File: src/rtl/plid_pkg.sv
// Shared types, constants and handshake structs for the positional list block.
`timescale 1ns / 1ps
`default_nettype none

package plid_pkg;

    localparam int CAPACITY  = 64;
    localparam int WORD_BITS = 32;

    localparam int POS_W = 7;
    localparam int LEN_W = 7;
    localparam int VAL_W = 32;

    localparam int AW    = (CAPACITY > 1) ? $clog2(CAPACITY) : 1;
    localparam int CNT_W = $clog2(CAPACITY + 1);
    localparam int CMP_W = ((CNT_W > POS_W) ? CNT_W : POS_W) + 1;

    typedef enum logic [1:0] {
        CMD_INSERT = 2'd0,
        CMD_DELETE = 2'd1,
        CMD_READ   = 2'd2
    } t_cmd;

    typedef enum logic [1:0] {
        ST_DONE  = 2'd0,
        ST_RANGE = 2'd1,
        ST_FULL  = 2'd2
    } t_status;

    typedef enum logic [2:0] {
        S_IDLE,
        S_DECODE,
        S_MOVE,
        S_DRAIN,
        S_PLACE,
        S_RDWAIT
    } t_state;

    typedef struct packed {
        logic [1:0]              cmd;
        logic [POS_W-1:0]        position;
        logic signed [VAL_W-1:0] value;
    } t_in_item;

    typedef struct packed {
        logic [1:0]              status;
        logic signed [VAL_W-1:0] read_value;
        logic [LEN_W-1:0]        list_length;
    } t_out_item;

    // Commands from the controller to the datapath.
    typedef struct packed {
        logic    load;
        logic    init;
        logic    step;
        logic    place;
        logic    rd_issue;
        logic    finish;
        logic    count_inc;
        logic    count_dec;
        logic    fin_read;
        t_status fin_status;
    } t_ctl_cmd;

    // Status from the datapath to the controller.
    typedef struct packed {
        t_cmd cmd;
        logic ins_ok;
        logic acc_ok;
        logic full;
        logic no_move_ins;
        logic no_move_del;
        logic last;
    } t_dp_stat;

endpackage

`default_nettype wire

File: src/rtl/plid_dpath.sv
// Datapath: entry memory, length count, move pointer and result registers.
`timescale 1ns / 1ps
`default_nettype none

module plid_dpath import plid_pkg::*; (
    input  wire logic      i_clk,
    input  wire logic      i_rst_n,
    input  wire t_in_item  i_item,
    input  wire t_ctl_cmd  i_ctl,
    output t_dp_stat       o_stat,
    output logic           o_done,
    output t_out_item      o_result
);

    logic [WORD_BITS-1:0] mem [CAPACITY];

    t_in_item             r_item;
    logic [CNT_W-1:0]     r_count;
    logic [CNT_W-1:0]     n_count;
    logic [AW-1:0]        r_ptr;
    logic [AW-1:0]        n_ptr;
    logic                 r_pend;
    logic [AW-1:0]        r_pend_addr;
    logic [WORD_BITS-1:0] r_rdata;
    logic                 r_done;
    t_out_item            r_result;

    t_cmd                 w_cmd;
    logic                 w_is_ins;
    logic [CMP_W-1:0]     w_pos;
    logic [CMP_W-1:0]     w_cnt;
    logic [CMP_W-1:0]     w_pos_m1;
    logic [CMP_W-1:0]     w_cnt_m1;
    logic [AW-1:0]        w_rd_addr;
    logic                 w_rd_en;
    logic [63:0]          w_ext;
    logic [63:0]          w_rext;

    always_comb begin
        w_cmd    = t_cmd'(r_item.cmd);
        w_is_ins = (w_cmd == CMD_INSERT);
        w_pos    = CMP_W'(r_item.position);
        w_cnt    = CMP_W'(r_count);
        w_pos_m1 = w_pos - CMP_W'(1);
        w_cnt_m1 = w_cnt - CMP_W'(1);

        o_stat.cmd         = w_cmd;
        o_stat.ins_ok      = (w_pos != '0) && (w_pos <= w_cnt + CMP_W'(1));
        o_stat.acc_ok      = (w_pos != '0) && (w_pos <= w_cnt);
        o_stat.full        = (w_cnt >= CMP_W'(CAPACITY));
        o_stat.no_move_ins = (w_pos == w_cnt + CMP_W'(1));
        o_stat.no_move_del = (w_pos == w_cnt);
        o_stat.last        = w_is_ins ? (r_ptr == AW'(w_pos_m1)) : (r_ptr == AW'(w_cnt_m1));

        w_rd_addr = i_ctl.rd_issue ? AW'(w_pos_m1) : r_ptr;
        w_rd_en   = i_ctl.step | i_ctl.rd_issue;

        // Inserts walk the pointer down from the tail, deletes walk it up.
        n_ptr = r_ptr;
        if (i_ctl.init) begin
            n_ptr = w_is_ins ? AW'(w_cnt_m1) : AW'(w_pos);
        end else if (i_ctl.step) begin
            n_ptr = w_is_ins ? r_ptr - AW'(1) : r_ptr + AW'(1);
        end

        n_count = r_count;
        if (i_ctl.finish && i_ctl.count_inc) begin
            n_count = r_count + CNT_W'(1);
        end else if (i_ctl.finish && i_ctl.count_dec) begin
            n_count = r_count - CNT_W'(1);
        end

        w_ext  = {{(64 - VAL_W){r_item.value[VAL_W-1]}}, r_item.value};
        w_rext = 64'($signed(r_rdata));
    end

    always_ff @(posedge i_clk) begin
        if (!i_rst_n) begin
            r_count <= '0;
            r_pend  <= 1'b0;
            r_done  <= 1'b0;
        end else begin
            r_count <= n_count;
            r_pend  <= i_ctl.step;
            r_done  <= i_ctl.finish;
        end
    end

    always_ff @(posedge i_clk) begin
        if (i_ctl.load) begin
            r_item <= i_item;
        end
        r_ptr <= n_ptr;
        if (i_ctl.step) begin
            r_pend_addr <= w_is_ins ? r_ptr + AW'(1) : r_ptr - AW'(1);
        end
        if (i_ctl.finish) begin
            r_result.status      <= i_ctl.fin_status;
            r_result.read_value  <= i_ctl.fin_read ? w_rext[VAL_W-1:0] : '0;
            r_result.list_length <= LEN_W'(n_count);
        end
    end

    // One write port: a moved word is written from its registered read data, the new word last.
    always_ff @(posedge i_clk) begin
        if (i_ctl.place) begin
            mem[AW'(w_pos_m1)] <= w_ext[WORD_BITS-1:0];
        end else if (r_pend) begin
            mem[r_pend_addr] <= r_rdata;
        end
        if (w_rd_en) begin
            r_rdata <= mem[w_rd_addr];
        end
    end

    assign o_done   = r_done;
    assign o_result = r_result;

    a_count_bound: assert property (@(posedge i_clk) disable iff (!i_rst_n)
        CNT_W'(r_count) <= CNT_W'(CAPACITY))
        else $error("list length beyond capacity");

    a_done_single: assert property (@(posedge i_clk) disable iff (!i_rst_n)
        r_done |=> !r_done)
        else $error("result strobe held for two cycles");

    a_place_no_pend: assert property (@(posedge i_clk) disable iff (!i_rst_n)
        i_ctl.place |-> !r_pend)
        else $error("new word written while a move is still pending");

endmodule

`default_nettype wire

File: src/rtl/plid_ctrl.sv
// Controller state machine that sequences decode, shifting moves and result beats.
`timescale 1ns / 1ps
`default_nettype none

module plid_ctrl import plid_pkg::*; (
    input  wire logic     i_clk,
    input  wire logic     i_rst_n,
    input  wire logic     i_start,
    input  wire t_dp_stat i_stat,
    output logic          o_busy,
    output t_ctl_cmd      o_ctl
);

    t_state r_state;
    t_state n_state;

    always_ff @(posedge i_clk) begin
        if (!i_rst_n) begin
            r_state <= S_IDLE;
        end else begin
            r_state <= n_state;
        end
    end

    always_comb begin
        n_state          = r_state;
        o_ctl            = '0;
        o_ctl.fin_status = ST_DONE;
        o_busy           = (r_state != S_IDLE);

        unique case (r_state)
            S_IDLE: begin
                if (i_start) begin
                    o_ctl.load = 1'b1;
                    n_state    = S_DECODE;
                end
            end
            S_DECODE: begin
                unique case (i_stat.cmd)
                    CMD_INSERT: begin
                        if (!i_stat.ins_ok) begin
                            o_ctl.finish     = 1'b1;
                            o_ctl.fin_status = ST_RANGE;
                            n_state          = S_IDLE;
                        end else if (i_stat.full) begin
                            o_ctl.finish     = 1'b1;
                            o_ctl.fin_status = ST_FULL;
                            n_state          = S_IDLE;
                        end else if (i_stat.no_move_ins) begin
                            n_state = S_PLACE;
                        end else begin
                            o_ctl.init = 1'b1;
                            n_state    = S_MOVE;
                        end
                    end
                    CMD_DELETE: begin
                        if (!i_stat.acc_ok) begin
                            o_ctl.finish     = 1'b1;
                            o_ctl.fin_status = ST_RANGE;
                            n_state          = S_IDLE;
                        end else if (i_stat.no_move_del) begin
                            // Removing the tail entry needs no moves.
                            o_ctl.finish    = 1'b1;
                            o_ctl.count_dec = 1'b1;
                            n_state         = S_IDLE;
                        end else begin
                            o_ctl.init = 1'b1;
                            n_state    = S_MOVE;
                        end
                    end
                    CMD_READ: begin
                        if (!i_stat.acc_ok) begin
                            o_ctl.finish     = 1'b1;
                            o_ctl.fin_status = ST_RANGE;
                            n_state          = S_IDLE;
                        end else begin
                            o_ctl.rd_issue = 1'b1;
                            n_state        = S_RDWAIT;
                        end
                    end
                    default: begin
                        o_ctl.finish     = 1'b1;
                        o_ctl.fin_status = ST_RANGE;
                        n_state          = S_IDLE;
                    end
                endcase
            end
            S_MOVE: begin
                o_ctl.step = 1'b1;
                if (i_stat.last) begin
                    n_state = S_DRAIN;
                end
            end
            S_DRAIN: begin
                if (i_stat.cmd == CMD_INSERT) begin
                    n_state = S_PLACE;
                end else begin
                    o_ctl.finish    = 1'b1;
                    o_ctl.count_dec = 1'b1;
                    n_state         = S_IDLE;
                end
            end
            S_PLACE: begin
                o_ctl.place     = 1'b1;
                o_ctl.finish    = 1'b1;
                o_ctl.count_inc = 1'b1;
                n_state         = S_IDLE;
            end
            S_RDWAIT: begin
                o_ctl.finish   = 1'b1;
                o_ctl.fin_read = 1'b1;
                n_state        = S_IDLE;
            end
            default: begin
                n_state = S_IDLE;
            end
        endcase
    end

    a_idle_no_step: assert property (@(posedge i_clk) disable iff (!i_rst_n)
        (r_state == S_IDLE) |-> !(o_ctl.step || o_ctl.place || o_ctl.finish))
        else $error("datapath command issued while idle");

    a_load_idle: assert property (@(posedge i_clk) disable iff (!i_rst_n)
        o_ctl.load |=> (r_state == S_DECODE))
        else $error("loaded beat not decoded");

endmodule

`default_nettype wire

File: src/rtl/positional_list_insert_delete.sv
// Top level of the positional list: controller plus datapath.
`timescale 1ns / 1ps
`default_nettype none

// An ordered list of up to CAPACITY signed words with insert, delete and read
// at a 1-based position. A command beat is taken at a rising edge where start
// is high and busy is low; busy stays high until the result beat is shown.
// Each command gives one result beat on o_result, marked by o_done for one
// cycle; the receiver cannot stall it, and a new command may be taken in the
// cycle that the result is shown.
// Refused commands and removal of the tail entry finish straight from decode;
// a read waits for its registered memory read. An insert shifts
// m = length - position + 1 entries up, none when appending, then writes the
// new word; a delete shifts m = length - position entries down. The entry
// memory has one read and one write port: one word moves per cycle, its
// registered read overlapping the write of the word before. Reset empties the
// list by clearing the length; the memory is not cleared, and only written
// entries are ever read.
module positional_list_insert_delete import plid_pkg::*; (
    input  wire logic     i_clk,
    input  wire logic     i_rst_n,
    input  wire logic     start,
    output logic          busy,
    input  wire t_in_item i_item,
    output logic          o_done,
    output t_out_item     o_result
);

    t_ctl_cmd w_ctl;
    t_dp_stat w_stat;

    plid_ctrl u_ctrl (
        .i_clk   (i_clk),
        .i_rst_n (i_rst_n),
        .i_start (start),
        .i_stat  (w_stat),
        .o_busy  (busy),
        .o_ctl   (w_ctl)
    );

    plid_dpath u_dpath (
        .i_clk    (i_clk),
        .i_rst_n  (i_rst_n),
        .i_item   (i_item),
        .i_ctl    (w_ctl),
        .o_stat   (w_stat),
        .o_done   (o_done),
        .o_result (o_result)
    );

endmodule

`default_nettype wire
File: config.mk
export PLATFORM = sky130hd
export DESIGN_NAME = positional_list_insert_delete
export DESIGN_NICKNAME = d
export VERILOG_FILES = /design/src/rtl/plid_pkg.sv /design/src/rtl/plid_dpath.sv /design/src/rtl/plid_ctrl.sv /design/src/rtl/positional_list_insert_delete.sv
export SDC_FILE = /design/constraint.sdc
export NUM_CORES = 2
export LEC_CHECK = 0
export BUFFER_PORTS_ARGS = -buffer_cell sky130_fd_sc_hd__buf_2
export CORE_UTILIZATION = 30
export DETAILED_ROUTE_END_ITERATION = 10
export GPL_ROUTABILITY_DRIVEN = 0
export GPL_TIMING_DRIVEN = 0
export PLACE_DENSITY = 0.52
export RECOVER_POWER = 25
export SLEW_MARGIN = 20
export SYNTH_ARGS = -nofsm -noshare
export SYNTH_HDL_FRONTEND = slang
export SYNTH_SLANG_ARGS = --single-unit
File: constraint.sdc
create_clock -name i_clk -period 4.1 [get_ports i_clk]
set_input_delay 0 -clock i_clk [delete_from_list [all_inputs] [get_ports i_clk]]
set_output_delay 0 -clock i_clk [all_outputs]
set_load 0.02 [all_outputs]
==> reports/metrics.csv <==
metric,value,unit
outcome,"finished, violations left",
violations,"design-rule violations, negative setup slack",
numCtsBuffers,214,
grt_pass1_wl,397,mm
die_area,283000,um^2
top_layer,met5,
crit_chain,"ha_4, nand2_2, or3_4, o21ai_4, nand2_4, buf_12, mux2i_4, buf_12, buf_4, buf_12, buf_8, mux2i_1, o22ai_1, o41ai_4, o2111ai_2",
ctsHtreeMaxLevel,4,
finalCritPeriodShare,1.06,
p_leak,37.1,nW
clk_pin_slew,0.06,ns
grt_setup_unrepaired,yes,
final_area,108000,um^2
p_total,47.3,mW
wl_met3,23.9,mm
reg2reg_depth,15,
timing_worst_setup_path_type,flop to flop,
cap_violations,0,
hold_viol_final,0,
path_delay_family,compound AO/OA/AOI/OAI gates,
setup_ws,-0.233,ns
crit_top_cell,buf_12,
hold_class,primary input to flop,
core_area,279000,um^2
r2r_start,u_dpath.r_item[34],
die_width,532,um
cts_tree,done,
async_flop_share,0,
slowest_delay,0.66,ns
final_common_cell,edfxtp_1,
fin_nets,5427,
finalCriticalPeriod,4.33,ns
grt_pass1_vias,46322,
drcViolationCount,3,
ant_nets,0,
syn-num-nets,4649,
syn_avg_cell_area,18.4,um^2
holdWs,0.0514,ns
drt_iter0_markers,5838,
min_from,i_rst_n,
syn-cell-area,84400,um^2
cp_max_fo,10,
max_freq,0.231,GHz
io-pin-count,87,
root_buffer,clkbuf_16,
worst_slew_margin_rel,0.0253,
drive_above_1_share,0.241,
cp.arrival,4.85,ns
wl_per_cell,32.2,um
yosysWarnings,0,
worstPathBufferInverterCount,5,
tightest_slew,1.46,ns
hold_end,u_ctrl.r_state[0],
start_util,0.302,
synthCells,4580,
grt_overflow,0,
die-height,532,um
wl_met1,119,mm
port_buffers,86,
ys_ff_latch,2186,
post_dp_cell_area,94300,um^2
cts.path.max_buffers,3,
totalWireLength,298,mm
powerDensity,439,nW/um^2
min_path_cells,4,
ys_types,60,
layout_common_cells,"edfxtp_1 (2174), mux2i_1 (1003), o22ai_1 (481)",
clock_latency,0.89,ns
r2r_end,u_dpath.r_rdata[20],
reg2reg_slack,-0.23,ns
place_hpwl,199,mm
fp-row-count,194,
wl_met2,140,mm
grt_max_degree,65,
yosysSeqAreaShare,0.777,
dr.pass1.iters,8,
setup_viol,121,
ir_worst_vdd,0.000473,V
clock_skew,0.0523,ns
ys.flop_type,edfxtp_1,
drv_slew,0,
via_count,49029,
viasPerCell,5.29,
endpoint_kind,flop,
antenna_found_initial,12,
cts.sinks,2186,
areaGrowthSynthToFinish,27.8,%
critPathSlowestCell,o41ai_4,
grt_use_total,0.204,
cp_data_required_time,4.62,ns
startpoint_type,flop,
synth_edf_count,2174,
==> area by class of cell <==
cell class / count / area (um^2)
Antenna cell: 6 / 15.0
Buffer: 263 / 2930
Clock buffer: 254 / 5530
Clock inverter: 139 / 1200
Fill cell: 25137 / 172000
Inverter: 23 / 93.8
Multi-Input combinational cell: 2106 / 20700
Sequential cell: 2186 / 65500
Tap cell: 3724 / 4660
Timing Repair Buffer: 564 / 7170
==> sequential cells by signal, indices dropped and copies added (netlist names) <==
signal and cells:
u_dpath.r_pend_addr 6, u_dpath.r_pend 1, u_dpath.w_cmd 2, u_dpath.r_item 39, u_dpath.r_ptr 6, u_dpath.o_done 1, u_dpath.mem 2048, u_dpath.r_count 7
u_dpath.o_result 41, u_ctrl.r_state 3, u_dpath.r_rdata 32
==> worst max path at each step <==
stage	from	slack [ns]	cells past startpoint	to
6_report	u_dpath.r_item[34]	-0.23	15	u_dpath.r_rdata[20]
5_1_grt	u_dpath.r_item[32]	-0.25	18	u_dpath.r_rdata[14]
4_1_cts	u_dpath.r_item[38]	-0.17	16	u_dpath.r_rdata[11]
3_5_place_dp	u_dpath.r_item[32]	-2.20	12	u_dpath.r_rdata[15]
3_3_place_gp	u_dpath.r_count[3]	-3.50	14	u_dpath.r_rdata[15]
2_1_floorplan	u_dpath.r_count[2]	0.51	14	u_dpath.o_done
==> Yosys cell counts, types with 2 or more instances <==
cell type / instances / area [um^2]
edfxtp_1: 2174 / 65300
mux2i_1: 1034 / 10300
o22ai_1: 514 / 3220
buf_2: 129 / 646
clkbuf_1: 107 / 402
o41ai_1: 96 / 841
nor2_1: 86 / 323
and2_1: 44 / 275
nand2_1: 41 / 154
nor4_1: 39 / 244
xnor2_1: 33 / 289
mux2_2: 32 / 360
o2111ai_1: 32 / 280
ha_1: 25 / 313
inv_1: 22 / 82.6
a21oi_1: 17 / 85.1
nor3_1: 15 / 75.1
buf_1: 14 / 52.6
dfxtp_1: 12 / 240
nand3_1: 12 / 60.1
buf_4: 11 / 82.6
o21ai_0: 11 / 55.1
a31oi_1: 9 / 56.3
o21a_1: 7 / 52.6
o31ai_1: 7 / 52.6
buf_6: 4 / 45.0
nand4_1: 4 / 25.0
nor2b_1: 4 / 25.0
xor2_1: 4 / 35.0
a41oi_2: 3 / 48.8
or3_1: 3 / 18.8
and3_1: 2 / 12.5
nand2b_1: 2 / 12.5
nand3b_1: 2 / 15.0
nor3b_1: 2 / 15.0
o21ai_1: 2 / 10.0
or2_2: 2 / 12.5
==> metal layers <==
metal  up-vias  global-route usage
met1     25847               0.265
met3       594              0.0366
met4         8              0.0905
met2      2257               0.332
met5         -                   0
li1      20323                   -
==> cell families after synthesis <==
kind of cell               synth area share
muxes                                 0.127
AOI/OAI and AO/OA                    0.0570
buffers and inverters                0.0156
adders and majority gates           0.00371
DFF                                   0.777
and+or+nand+nor                      0.0160
xor gates and xnor gates            0.00384
==> worst register-to-register path: stages (launching register included) <==
cell and delay, ns:
edfxtp_1 0.50, ha_4 0.33, nand2_2 0.05, or3_4 0.40
o21ai_4 0.09, nand2_4 0.09, buf_12 0.14, mux2i_4 0.21
buf_12 0.19, buf_4 0.14, buf_12 0.22, buf_8 0.25
mux2i_1 0.22, o22ai_1 0.13, o41ai_4 0.66, o2111ai_2 0.37
==> what timing repair did <==
| item | CTS | global route |
|---|---|---|
| setup endpoints to repair | 1687 | 733 |
| pin swaps | 91 | 84 |
| resized for setup | 692 | 167 |
| endpoints found under the hold margin | 81 | 0 |
| setup buffers | 91 | 108 |
| gates cloned | 4 | 6 |
| hold buffers | 84 | 0 |
==> per-stage QoR <==
step | setup slack, ns | setup TNS, ns | std cells | util
finish | -0.233 | -13.21 | 9265 | 0.386
global route | -0.250 | -17.78 | 9261 | 0.386
detailed placement | -2.20 | -350.40 | 8577 | 0.337
floorplan | 0.512 | 0 | 4580 | -
global placement | -3.50 | -5810.94 | 8390 | 0.320
CTS | -0.166 | -1.51 | 9148 | 0.379
==> power by group <==
part | total [mW] | switching [mW] | internal, mW
Combinational | 3.22 | 2.16 | 1.06
Clock | 19.2 | 8.58 | 10.6
Sequential | 24.9 | 0.0418 | 24.8
Power figures use the tool's default switching activity.
